$ cat src/design/assert_macros.svh
// Assertion macros shared by the frame parser RTL.
// Needs nothing else; include by bare file name where assertions are written.
`ifndef ASSERT_MACROS_SVH
`define ASSERT_MACROS_SVH

// Same-cycle implication, disabled while reset is high.
`define UFP_ASSERT_NOW(label, clk, rst, ante, cons) \
  label: assert property (@(posedge clk) disable iff (rst) (ante) |-> (cons)) \
    else $error("frame parser assertion failed");

// Next-cycle implication, disabled while reset is high.
`define UFP_ASSERT_NEXT(label, clk, rst, ante, cons) \
  label: assert property (@(posedge clk) disable iff (rst) (ante) |=> (cons)) \
    else $error("frame parser assertion failed");

// Next-cycle implication that also holds across reset.
`define UFP_ASSERT_NEXT_ANY(label, clk, ante, cons) \
  label: assert property (@(posedge clk) (ante) |=> (cons)) \
    else $error("frame parser assertion failed");

`endif

$ cat src/design/ufp_pkg.sv
// Shared types and constants of the UBX frame parser.
// No dependencies; used by every module of the block.
package ufp_pkg;

  localparam logic [7:0]  SYNC_A         = 8'hB5;
  localparam logic [7:0]  SYNC_B         = 8'h62;
  localparam logic [7:0]  FIX_3D         = 8'h03;

  // Message keys: class in the low byte, id in the high byte.
  localparam logic [15:0] ID_POSLLH      = 16'h0201;
  localparam logic [15:0] ID_TIMEUTC     = 16'h2101;
  localparam logic [15:0] ID_STATUS      = 16'h0301;
  localparam logic [15:0] ID_ACK         = 16'h0105;
  localparam logic [15:0] ID_NAK         = 16'h0005;

  localparam logic [16:0] FRAME_OVERHEAD = 17'd8;
  localparam logic [15:0] MAX_LEN_RESET  = 16'd255;

  // Payload offsets of the last byte of each latched field.
  localparam logic [15:0] OFS_LON_END    = 16'd7;
  localparam logic [15:0] OFS_LAT_END    = 16'd11;
  localparam logic [15:0] OFS_NANO_END   = 16'd11;
  localparam logic [15:0] OFS_DATE_END   = 16'd15;
  localparam logic [15:0] OFS_CLOCK_END  = 16'd18;
  localparam logic [15:0] OFS_FIX        = 16'd4;
  localparam logic [15:0] OFS_ACK_END    = 16'd1;

  localparam logic        STATUS_DONE    = 1'b0;
  localparam logic        STATUS_DROPPED = 1'b1;

  // Register index taken from paddr[2].
  localparam logic        REG_MAX_FRAME_LENGTH = 1'b0;

  localparam int QUEUE_DEPTH = 4;
  localparam int QPTR_W      = $clog2(QUEUE_DEPTH);
  localparam int RES_DEPTH   = 2;
  localparam int RPTR_W      = $clog2(RES_DEPTH);

  typedef struct packed {
    logic [7:0] data;
    logic       flush;
    logic       sync_a;
    logic       sync_b;
    logic       fix_3d;
  } ufp_item_t;

  typedef struct packed {
    logic [7:0]         msg_class;
    logic [7:0]         msg_ident;
    logic [15:0]        payload_length;
    logic               is_nav;
    logic               status;
    logic signed [31:0] longitude;
    logic signed [31:0] latitude;
    logic               fix_good;
    logic [15:0]        acked_message;
    logic signed [31:0] utc_nanoseconds;
    logic [31:0]        utc_date;
    logic [23:0]        utc_time;
  } ufp_result_t;

  typedef struct packed {
    logic take;
    logic emit;
  } ufp_back_status_t;

endpackage

$ cat src/design/ufp_front.sv
// Front end of the frame parser: accepts bytes and classifies them.
// Depends on ufp_pkg.
module ufp_front (
  input  logic             push,
  input  logic             full,
  input  logic [7:0]       rx_byte,
  input  logic             flush,
  output logic             wr_en,
  output ufp_pkg::ufp_item_t item
);

  assign wr_en       = push && !full;
  assign item.data   = rx_byte;
  assign item.flush  = flush;
  assign item.sync_a = (rx_byte == ufp_pkg::SYNC_A);
  assign item.sync_b = (rx_byte == ufp_pkg::SYNC_B);
  assign item.fix_3d = (rx_byte == ufp_pkg::FIX_3D);

endmodule

$ cat src/design/ufp_item_queue.sv
// Short queue of classified bytes between front and back end.
// Depends on ufp_pkg.
module ufp_item_queue (
  input  logic               clk,
  input  logic               rst,
  input  logic               wr_en,
  input  ufp_pkg::ufp_item_t wr_item,
  output logic               full,
  output logic               rd_valid,
  output ufp_pkg::ufp_item_t rd_item,
  input  logic               rd_take
);

  ufp_pkg::ufp_item_t             entries [ufp_pkg::QUEUE_DEPTH];
  logic [ufp_pkg::QPTR_W-1:0]     wr_ptr;
  logic [ufp_pkg::QPTR_W-1:0]     rd_ptr;
  logic [ufp_pkg::QPTR_W:0]       count;

  assign full     = (count == (ufp_pkg::QPTR_W+1)'(ufp_pkg::QUEUE_DEPTH));
  assign rd_valid = (count != '0);
  assign rd_item  = entries[rd_ptr];

  always_ff @(posedge clk) begin
    if (wr_en) begin
      entries[wr_ptr] <= wr_item;
    end
  end

  always_ff @(posedge clk) begin
    if (rst) begin
      wr_ptr <= '0;
      rd_ptr <= '0;
      count  <= '0;
    end else begin
      if (wr_en) begin
        wr_ptr <= wr_ptr + 1'b1;
      end
      if (rd_take) begin
        rd_ptr <= rd_ptr + 1'b1;
      end
      case ({wr_en, rd_take})
        2'b10:   count <= count + 1'b1;
        2'b01:   count <= count - 1'b1;
        default: count <= count;
      endcase
    end
  end

endmodule

$ cat src/design/ufp_back.sv
// Back end of the frame parser: frame state machine, field latches and result queue.
// Depends on ufp_pkg.
module ufp_back (
  input  logic                      clk,
  input  logic                      rst,
  input  logic [15:0]               max_frame_length,
  input  logic                      in_valid,
  input  ufp_pkg::ufp_item_t        in_item,
  input  logic                      pop,
  output logic                      empty,
  output ufp_pkg::ufp_result_t      result,
  output ufp_pkg::ufp_back_status_t status
);

  typedef enum logic [7:0] {
    PH_SYNC1 = 8'b0000_0001,
    PH_SYNC2 = 8'b0000_0010,
    PH_CLASS = 8'b0000_0100,
    PH_IDENT = 8'b0000_1000,
    PH_LENLO = 8'b0001_0000,
    PH_LENHI = 8'b0010_0000,
    PH_PAYLD = 8'b0100_0000,
    PH_CKSUM = 8'b1000_0000
  } ufp_phase_t;

  ufp_phase_t  phase, phase_next;
  logic [15:0] byte_counter, byte_counter_next;
  logic [15:0] length_held, length_held_next;
  logic [7:0]  class_held, class_held_next;
  logic [7:0]  ident_held, ident_held_next;
  logic [31:0] capture_shift, capture_shift_next;
  logic [31:0] longitude_held, longitude_held_next;
  logic [31:0] latitude_held, latitude_held_next;
  logic        fix_held, fix_held_next;
  logic [15:0] ack_held, ack_held_next;
  logic [31:0] nano_held, nano_held_next;
  logic [31:0] date_held, date_held_next;
  logic [23:0] clock_held, clock_held_next;

  logic [15:0] key;
  logic [15:0] new_length;
  logic [16:0] total_length;
  logic [16:0] idx_plus_one;
  logic [31:0] shifted;
  logic        take;
  logic        emit;
  logic        emit_status;

  ufp_pkg::ufp_result_t      res_entries [ufp_pkg::RES_DEPTH];
  ufp_pkg::ufp_result_t      res_new;
  logic [ufp_pkg::RPTR_W-1:0] res_wr_ptr;
  logic [ufp_pkg::RPTR_W-1:0] res_rd_ptr;
  logic [ufp_pkg::RPTR_W:0]   res_count;
  logic                       res_pop;

  assign key          = {ident_held, class_held};
  assign new_length   = {in_item.data, length_held[7:0]};
  assign total_length = {1'b0, new_length} + ufp_pkg::FRAME_OVERHEAD;
  assign idx_plus_one = {1'b0, byte_counter} + 17'd1;
  assign shifted      = {in_item.data, capture_shift[31:8]};

  // Take an item only while the result queue has room for what it may cause.
  assign take    = in_valid && (res_count != (ufp_pkg::RPTR_W+1)'(ufp_pkg::RES_DEPTH));
  assign res_pop = pop && !empty;
  assign empty   = (res_count == '0);
  assign result  = res_entries[res_rd_ptr];

  assign status.take = take;
  assign status.emit = emit;

  always_comb begin
    phase_next          = phase;
    byte_counter_next   = byte_counter;
    length_held_next    = length_held;
    class_held_next     = class_held;
    ident_held_next     = ident_held;
    capture_shift_next  = capture_shift;
    longitude_held_next = longitude_held;
    latitude_held_next  = latitude_held;
    fix_held_next       = fix_held;
    ack_held_next       = ack_held;
    nano_held_next      = nano_held;
    date_held_next      = date_held;
    clock_held_next     = clock_held;
    emit                = 1'b0;
    emit_status         = ufp_pkg::STATUS_DONE;

    if (take) begin
      if (in_item.flush) begin
        phase_next        = PH_SYNC1;
        byte_counter_next = '0;
      end else begin
        unique case (phase)
          PH_SYNC1: begin
            if (in_item.sync_a) phase_next = PH_SYNC2;
          end
          PH_SYNC2: begin
            if (in_item.sync_b) phase_next = PH_CLASS;
            else if (!in_item.sync_a) phase_next = PH_SYNC1;
          end
          PH_CLASS: begin
            class_held_next = in_item.data;
            phase_next      = PH_IDENT;
          end
          PH_IDENT: begin
            ident_held_next = in_item.data;
            phase_next      = PH_LENLO;
          end
          PH_LENLO: begin
            length_held_next = {8'h00, in_item.data};
            phase_next       = PH_LENHI;
          end
          PH_LENHI: begin
            length_held_next   = new_length;
            byte_counter_next  = '0;
            capture_shift_next = '0;
            if (total_length > {1'b0, max_frame_length}) begin
              // Drop the oversize frame and restart the hunt right away.
              phase_next  = PH_SYNC1;
              emit        = 1'b1;
              emit_status = ufp_pkg::STATUS_DROPPED;
            end else if (new_length == '0) begin
              phase_next = PH_CKSUM;
            end else begin
              phase_next = PH_PAYLD;
            end
          end
          PH_PAYLD: begin
            capture_shift_next = shifted;
            case (key) inside
              ufp_pkg::ID_POSLLH: begin
                if (byte_counter == ufp_pkg::OFS_LON_END) longitude_held_next = shifted;
                if (byte_counter == ufp_pkg::OFS_LAT_END) latitude_held_next = shifted;
              end
              ufp_pkg::ID_TIMEUTC: begin
                if (byte_counter == ufp_pkg::OFS_NANO_END) nano_held_next = shifted;
                if (byte_counter == ufp_pkg::OFS_DATE_END) date_held_next = shifted;
                if (byte_counter == ufp_pkg::OFS_CLOCK_END) clock_held_next = shifted[31:8];
              end
              ufp_pkg::ID_STATUS: begin
                if (byte_counter == ufp_pkg::OFS_FIX) fix_held_next = in_item.fix_3d;
              end
              ufp_pkg::ID_ACK, ufp_pkg::ID_NAK: begin
                if (byte_counter == ufp_pkg::OFS_ACK_END) ack_held_next = shifted[31:16];
              end
              default: begin
              end
            endcase
            if (idx_plus_one >= {1'b0, length_held}) begin
              phase_next        = PH_CKSUM;
              byte_counter_next = '0;
            end else begin
              byte_counter_next = idx_plus_one[15:0];
            end
          end
          PH_CKSUM: begin
            if (byte_counter == '0) begin
              byte_counter_next = 16'd1;
            end else begin
              byte_counter_next = '0;
              phase_next        = PH_SYNC1;
              emit              = 1'b1;
            end
          end
          default: begin
            phase_next = PH_SYNC1;
          end
        endcase
      end
    end
  end

  always_comb begin
    res_new.msg_class       = class_held_next;
    res_new.msg_ident       = ident_held_next;
    res_new.payload_length  = length_held_next;
    res_new.is_nav          = (key == ufp_pkg::ID_POSLLH) || (key == ufp_pkg::ID_TIMEUTC);
    res_new.status          = emit_status;
    res_new.longitude       = longitude_held_next;
    res_new.latitude        = latitude_held_next;
    res_new.fix_good        = fix_held_next;
    res_new.acked_message   = ack_held_next;
    res_new.utc_nanoseconds = nano_held_next;
    res_new.utc_date        = date_held_next;
    res_new.utc_time        = clock_held_next;
  end

  always_ff @(posedge clk) begin
    if (emit) begin
      res_entries[res_wr_ptr] <= res_new;
    end
  end

  always_ff @(posedge clk) begin
    if (rst) begin
      phase          <= PH_SYNC1;
      byte_counter   <= '0;
      length_held    <= '0;
      class_held     <= '0;
      ident_held     <= '0;
      capture_shift  <= '0;
      longitude_held <= '0;
      latitude_held  <= '0;
      fix_held       <= 1'b0;
      ack_held       <= '0;
      nano_held      <= '0;
      date_held      <= '0;
      clock_held     <= '0;
      res_wr_ptr     <= '0;
      res_rd_ptr     <= '0;
      res_count      <= '0;
    end else begin
      phase          <= phase_next;
      byte_counter   <= byte_counter_next;
      length_held    <= length_held_next;
      class_held     <= class_held_next;
      ident_held     <= ident_held_next;
      capture_shift  <= capture_shift_next;
      longitude_held <= longitude_held_next;
      latitude_held  <= latitude_held_next;
      fix_held       <= fix_held_next;
      ack_held       <= ack_held_next;
      nano_held      <= nano_held_next;
      date_held      <= date_held_next;
      clock_held     <= clock_held_next;
      if (emit) begin
        res_wr_ptr <= res_wr_ptr + 1'b1;
      end
      if (res_pop) begin
        res_rd_ptr <= res_rd_ptr + 1'b1;
      end
      case ({emit, res_pop})
        2'b10:   res_count <= res_count + 1'b1;
        2'b01:   res_count <= res_count - 1'b1;
        default: res_count <= res_count;
      endcase
    end
  end

endmodule

$ cat src/design/ubx_frame_parser_unit.sv
// Top level of the UBX frame parser: register port, front end, byte queue, back end.
// Depends on ufp_pkg, ufp_front, ufp_item_queue, ufp_back and assert_macros.svh.
//
// Use: push one UART byte per transfer on rx_byte while full is low; raise flush
// with a transfer to abandon a partial frame (that byte is ignored). Each finished
// frame, and each frame dropped for exceeding max_frame_length, yields one result
// transfer: read the fields while empty is low and raise pop to take it.
// Throughput: one byte per cycle while the result queue has room, set by the
// single-byte step of the back-end state machine. A result passes two registers:
// the byte that completes it is written into the 4-entry byte queue, and the edge
// that takes it from there writes the 2-entry result queue, where it waits for pop.
// Stall: when the receiver holds off pop and the result queue is full, the back
// end stops taking bytes; the byte queue then fills and full rises. Bytes that
// cause no result still pass while one result waits.
// Reset (rst, synchronous): both queues empty, parser hunts for the first sync
// byte, all latched fields zero, max_frame_length back to 255.
// Register: max_frame_length at byte address 0 over the APB-style port; write it
// only while the block is idle. pready is always high.
`include "assert_macros.svh"

module ubx_frame_parser_unit (
  input  logic               clk,
  input  logic               rst,
  // byte channel
  input  logic               push,
  output logic               full,
  input  logic [7:0]         rx_byte,
  input  logic               flush,
  // result channel
  output logic               empty,
  input  logic               pop,
  output logic [7:0]         msg_class,
  output logic [7:0]         msg_ident,
  output logic [15:0]        payload_length,
  output logic               is_nav,
  output logic               status,
  output logic signed [31:0] longitude,
  output logic signed [31:0] latitude,
  output logic               fix_good,
  output logic [15:0]        acked_message,
  output logic signed [31:0] utc_nanoseconds,
  output logic [31:0]        utc_date,
  output logic [23:0]        utc_time,
  // register port
  input  logic               psel,
  input  logic               penable,
  input  logic               pwrite,
  input  logic [2:0]         paddr,
  input  logic [31:0]        pwdata,
  output logic [31:0]        prdata,
  output logic               pready
);

  logic [15:0]                max_frame_length;
  logic                       cfg_write;
  logic                       q_wr_en;
  ufp_pkg::ufp_item_t         q_wr_item;
  logic                       q_valid;
  ufp_pkg::ufp_item_t         q_item;
  ufp_pkg::ufp_result_t       res;
  ufp_pkg::ufp_back_status_t  back_status;

  // Register port: paddr[2] picks the register. Writes ignore the low address
  // bits; a read at a nonzero byte offset returns zero.
  assign pready    = 1'b1;
  assign cfg_write = psel && penable && pwrite && pready;
  assign prdata    = (paddr[2] == ufp_pkg::REG_MAX_FRAME_LENGTH) && (paddr[1:0] == 2'b00)
                     ? {16'h0000, max_frame_length} : 32'h0000_0000;

  always_ff @(posedge clk) begin
    if (rst) begin
      max_frame_length <= ufp_pkg::MAX_LEN_RESET;
    end else if (cfg_write && (paddr[2] == ufp_pkg::REG_MAX_FRAME_LENGTH)) begin
      max_frame_length <= pwdata[15:0];
    end
  end

  // Accept and classify bytes.
  ufp_front u_front (
    .push    (push),
    .full    (full),
    .rx_byte (rx_byte),
    .flush   (flush),
    .wr_en   (q_wr_en),
    .item    (q_wr_item)
  );

  // Decouple the front from the parser so either side can stall.
  ufp_item_queue u_queue (
    .clk      (clk),
    .rst      (rst),
    .wr_en    (q_wr_en),
    .wr_item  (q_wr_item),
    .full     (full),
    .rd_valid (q_valid),
    .rd_item  (q_item),
    .rd_take  (back_status.take)
  );

  // Parse frames, latch fields, hold results until popped.
  ufp_back u_back (
    .clk              (clk),
    .rst              (rst),
    .max_frame_length (max_frame_length),
    .in_valid         (q_valid),
    .in_item          (q_item),
    .pop              (pop),
    .empty            (empty),
    .result           (res),
    .status           (back_status)
  );

  assign msg_class       = res.msg_class;
  assign msg_ident       = res.msg_ident;
  assign payload_length  = res.payload_length;
  assign is_nav          = res.is_nav;
  assign status          = res.status;
  assign longitude       = res.longitude;
  assign latitude        = res.latitude;
  assign fix_good        = res.fix_good;
  assign acked_message   = res.acked_message;
  assign utc_nanoseconds = res.utc_nanoseconds;
  assign utc_date        = res.utc_date;
  assign utc_time        = res.utc_time;

  // A byte that enters the queue is visible to the back end next cycle.
  `UFP_ASSERT_NEXT(a_push_reaches_back, clk, rst, push && !full && !rst, q_valid)
  // The back end never takes from an empty queue.
  `UFP_ASSERT_NOW(a_take_needs_item, clk, rst, back_status.take, q_valid)
  // A produced result is offered on the next cycle.
  `UFP_ASSERT_NEXT(a_emit_offered, clk, rst, back_status.emit && !rst, !empty)
  // Reset leaves no result pending.
  `UFP_ASSERT_NEXT_ANY(a_reset_empty, clk, rst, empty)

endmodule

$ cat config.mk
export PLATFORM = sky130hd
export DESIGN_NAME = ubx_frame_parser_unit
export DESIGN_NICKNAME = d
export VERILOG_FILES = /design/src/design/ufp_pkg.sv /design/src/design/ufp_front.sv /design/src/design/ufp_item_queue.sv /design/src/design/ufp_back.sv /design/src/design/ubx_frame_parser_unit.sv
export VERILOG_INCLUDE_DIRS = /design/src /design/src/design
export SDC_FILE = /design/constraint.sdc
export NUM_CORES = 1
export LEC_CHECK = 0
export ABC_CLOCK_PERIOD_IN_PS = 16900
export BUFFER_PORTS_ARGS = -buffer_cell sky130_fd_sc_hd__buf_2
export CORE_UTILIZATION = 35
export DETAILED_ROUTE_END_ITERATION = 8
export SLEW_MARGIN = 20
export SYNTH_ARGS = -nofsm -noshare
export SYNTH_HDL_FRONTEND = slang
export SYNTH_SLANG_ARGS = --single-unit
export TNS_END_PERCENT = 50
$ cat constraint.sdc
create_clock -name clk -period 16.9 [get_ports clk]
set_clock_uncertainty 0.05 [all_clocks]
set_input_delay 0.845 -clock clk [delete_from_list [all_inputs] [get_ports clk]]
set_output_delay 0.845 -clock clk [all_outputs]
set_load 0.02 [all_outputs]
==> flow_metrics.py <==
metrics = {
    "critical_path": {
        "slowest_stage": "nor2b_4",
        "crit_required_ns": 17.10,
        "critPathKind": "register to register",
        "arrival_ns": 7.32,
        "end_kind": "register",
        "worst_path_largest_cell_delay_ns": 0.86,
        "cp_max_fo": 60,
        "startpoint_type": "register",
        "r2r_setup_slack_ns": 9.79,
        "crit_chain": "buf_4, mux2i_1, mux2i_4, nand3_1, nor3_1, xnor2_1, ha_1, nand4_1, nor4_1, o31ai_1, o311ai_0, a31oi_1, a21oi_1, nor2b_4, buf_4, buf_4",
        "cp_common_cell": "buf_4",
        "r2r_cells": 16,
        "critPathTopFamily": "simple AND/OR/NAND/NOR gates",
        "worstReg2RegEnd": "u_back.res_entries[0][105]$_DFFE_PP_",
        "critPathBufInv": 3,
    },
    "power": {
        "p_switching_uw": 999,
        "peakVddDrop_mv": 0.102,
        "p_int_mw": 3.09,
        "power_density_nw_per_um2": 118,
        "p_leak_nw": 13.2,
        "p_seq_frac": 0.469,
        "combPwrFrac": 0.097,
        "swShare": 0.245,
        "pwr-share-clk": 0.434,
    },
    "die": {
        "die_y_um": 293,
        "start_util": 0.353,
        "dieWidth_um": 293,
        "io_pins": 289,
        "core-area_sq_um": 83700,
        "dieArea_sq_um": 85600,
        "rows": 106,
    },
    "clock_tree": {
        "clk_latency_ns": 0.62,
        "cts-htree-levels": 3,
        "numCtsBuffers": 82,
        "tritoncts": "done",
        "clockRootBuffer": "clkbuf_16",
        "clk_path_buf_depth": 3,
        "holdBufCountCts": 0,
        "clk_pin_slew_ns": 0.06,
        "cts.sinks": 733,
        "cts_resized": 0,
        "post-cts-setup-buffers": 0,
    },
    "worst_hold_path": {
        "hold_path_depth": 3,
        "hp-class": "input pin to register",
        "whs_endpoint": "max_frame_length[0]$_SDFFE_PP1P_",
        "hold_start": "pwdata[0]",
    },
    "global_routing": {
        "grt_usage": 0.169,
        "grt_antenna_before_repair": 1,
        "grt_pass1_wl_mm": 110,
        "grt_max_degree": 88,
        "grt_overflow": 0,
        "grt_pass1_vias": 18200,
    },
    "drt": {
        "firstDrtPassIters": 5,
        "first_iter_violations": 1229,
        "viasPerCell": 4.89,
        "wl_mm": 73.6,
        "routedWlPerCell_um": 19.5,
        "drc": 0,
        "vias": 18500,
        "postRouteAntennaNets": 0,
    },
    "final_layout": {
        "final_layout_size_suffix_gt1_frac": 0.280,
        "syn2layout_area_growth_pct": 17.1,
        "fin_nets": 2671,
        "n_antenna_cell": 0,
    },
    "synthesis": {
        "synth_edf_count": 454,
        "yosys_warnings": 0,
        "seq_area_frac_synth": 0.650,
        "synthFlopType": "edfxtp_1",
        "synth_top_cell_by_area": "edfxtp_1",
        "synthTopCellsByArea": "edfxtp_1, dfxtp_1, mux2_2",
        "synth_cells": 2348,
        "async_flop_share": 0,
        "netlist-cell-type-count": 68,
        "ys_seq_elements": 733,
        "syn_area_per_cell_sq_um": 12.6,
        "syn_area_sq_um": 29600,
        "yosys.area.top_type_share": 0.461,
    },
    "timing": {
        "drv_slew": 0,
        "rsz0062_at_grt": "no",
        "period_needed_ns": 7.11,
        "slew_headroom": 0.283,
        "tns_ns": 0,
        "setup_viol": 0,
        "holdWs_ns": 0.389,
        "finalCritPeriodShare": 0.421,
        "max_freq_ghz": 0.141,
        "finalHoldViolCount": 0,
        "worst_pin_slew_ns": 1.08,
    },
    "flow_run": {
        "drv_cap": 0,
    },
    "placed_design": {
        "place_congestion": 0.841,
        "hpwl_mm": 47.3,
        "io_buffers": 255,
    },
    "outcome": {
        "status": "finished clean",
    },
}
==> registers in the layout (all words and copies together) (netlist names), 3 cells and up, named ones only <==
register               count
u_back.byte_counter       16
u_back.longitude_held     32
u_back.res_entries       406
u_back.nano_held          32
u_back.clock_held         24
u_back.ident_held          8
u_back.capture_shift      24
u_queue.count              3
max_frame_length          16
u_queue.entries           48
u_back.ack_held           16
u_back.date_held          32
u_back.phase               8
u_back.class_held          8
u_back.latitude_held      32
u_back.length_held        16
==> metrics by stage <==
stage | setup slack, ns | area (sq um) | util | std cells | power, mW
2_1_floorplan | 3.55 | 29600 | - | 2363 | 2.20
3_3_place_gp | 9.78 | 31900 | 0.381 | 3626 | 2.34
3_5_place_dp | 9.70 | 31900 | 0.381 | 3626 | 2.36
4_1_cts | 9.66 | 34600 | 0.414 | 3780 | 4.14
5_1_grt | 9.27 | 34600 | 0.414 | 3780 | 4.24
6_report | 9.79 | 34600 | 0.414 | 3780 | 4.09
==> Yosys cell counts (4+ instances only) <==
cell        n
inv_1      47
nand3_1    38
a21oi_1   159
mux2i_1    19
mux2_2    260
nor3_2      4
nand2b_1    6
nor4_1     18
edfxtp_1  454
nor2b_1     7
mux4_2     10
buf_1       9
a31o_2      7
buf_2      23
and2_1     89
nor2_1     72
and3_1     15
a31oi_1     5
nand2_2    10
o21ai_0    27
nand2_4    10
buf_4      17
nand4b_1    7
nand4_1     8
dfxtp_1   279
clkbuf_1   97
xor2_1     12
nand2_1   444
a211oi_1    4
a22oi_1    24
buf_6       6
o211ai_1    7
or4_1       4
ha_1       43
xnor2_1    23
nor3_1     17
or3_1       9
a21oi_2    10
==> area by class of cell <==
cell class	instances	area, sq um
Clock buffer	120	2340
Clock inverter	34	388
Fill cell	7803	49100
Inverter	47	176
Multi-Input combinational cell	1430	9580
Sequential cell	733	19200
Tap cell	1134	1420
Timing Repair Buffer	282	1490
==> cells in the final DEF, fill, tap and decap left out, types with 46 or more instances in the layout <==
cell type | netlist | final
edfxtp_1 | 454 | 454
nand2_1 | 444 | 444
dfxtp_1 | 279 | 278
mux2_2 | 260 | 260
buf_2 | 23 | 254
a21oi_1 | 159 | 159
and2_1 | 89 | 88
clkbuf_16 | 0 | 84
nor2_1 | 72 | 71
inv_1 | 47 | 46
==> worst register-to-register path: cells and delay by family (launching register included) <==
kind                     cells  cell delay (ns)
AND/OR/NAND/NOR              5             2.06
buffers and inverters        3             1.90
AO/OA/AOI/OAI                4             0.99
multiplexers                 2             0.92
adder cells (fa/ha/maj)      1             0.35
flip-flops                   1             0.31
XOR/XNOR                     1             0.11
==> worst max path at each step <==
stage                     startpoint                                    to  slack, ns  depth (start not counted)
after floorplan             register    u_back.res_entries[0][0]$_DFFE_PP_       3.55                         15
after global placement      register   u_back.res_entries[0][34]$_DFFE_PP_       9.78                         16
after detailed placement    register   u_back.res_entries[0][33]$_DFFE_PP_       9.70                         16
after CTS                   register   u_back.res_entries[0][28]$_DFFE_PP_       9.66                         16
after global routing        register  u_back.res_entries[0][105]$_DFFE_PP_       9.27                         16
final                       register  u_back.res_entries[0][105]$_DFFE_PP_       9.79                         16
==> cells by family after synthesis <==
| logic type | synth area share |
|---|---|
| other | 0.000254 |
| buffers and inverters | 0.0304 |
| XOR/XNOR | 0.0104 |
| adder cells (fa/ha/maj) | 0.0189 |
| AND/OR/NAND/NOR | 0.124 |
| flip-flops | 0.650 |
| multiplexers | 0.113 |
| AO/OA/AOI/OAI | 0.0531 |
==> power groups by stage <==
stage               Sequential, mW  Combinational (mW)  Clock [mW]
finish                        1.92               0.394        1.77
global route                  1.92               0.429        1.89
CTS                           1.92               0.402        1.82
detailed placement            1.96               0.399           0
global placement              1.95               0.391           0
floorplan                     1.95               0.250           0
==> routing by layer <==
layer	up-vias	routed length (um)	global-route usage	share of wire
met5	-	0	0	0
met2	471	36700	0.288	0.50
met3	112	3990	0.0316	0.054
met4	0	2290	0.0667	0.031
li1	8773	-	-	-
met1	9132	30600	0.212	0.42
Power figures use the tool's default switching activity.
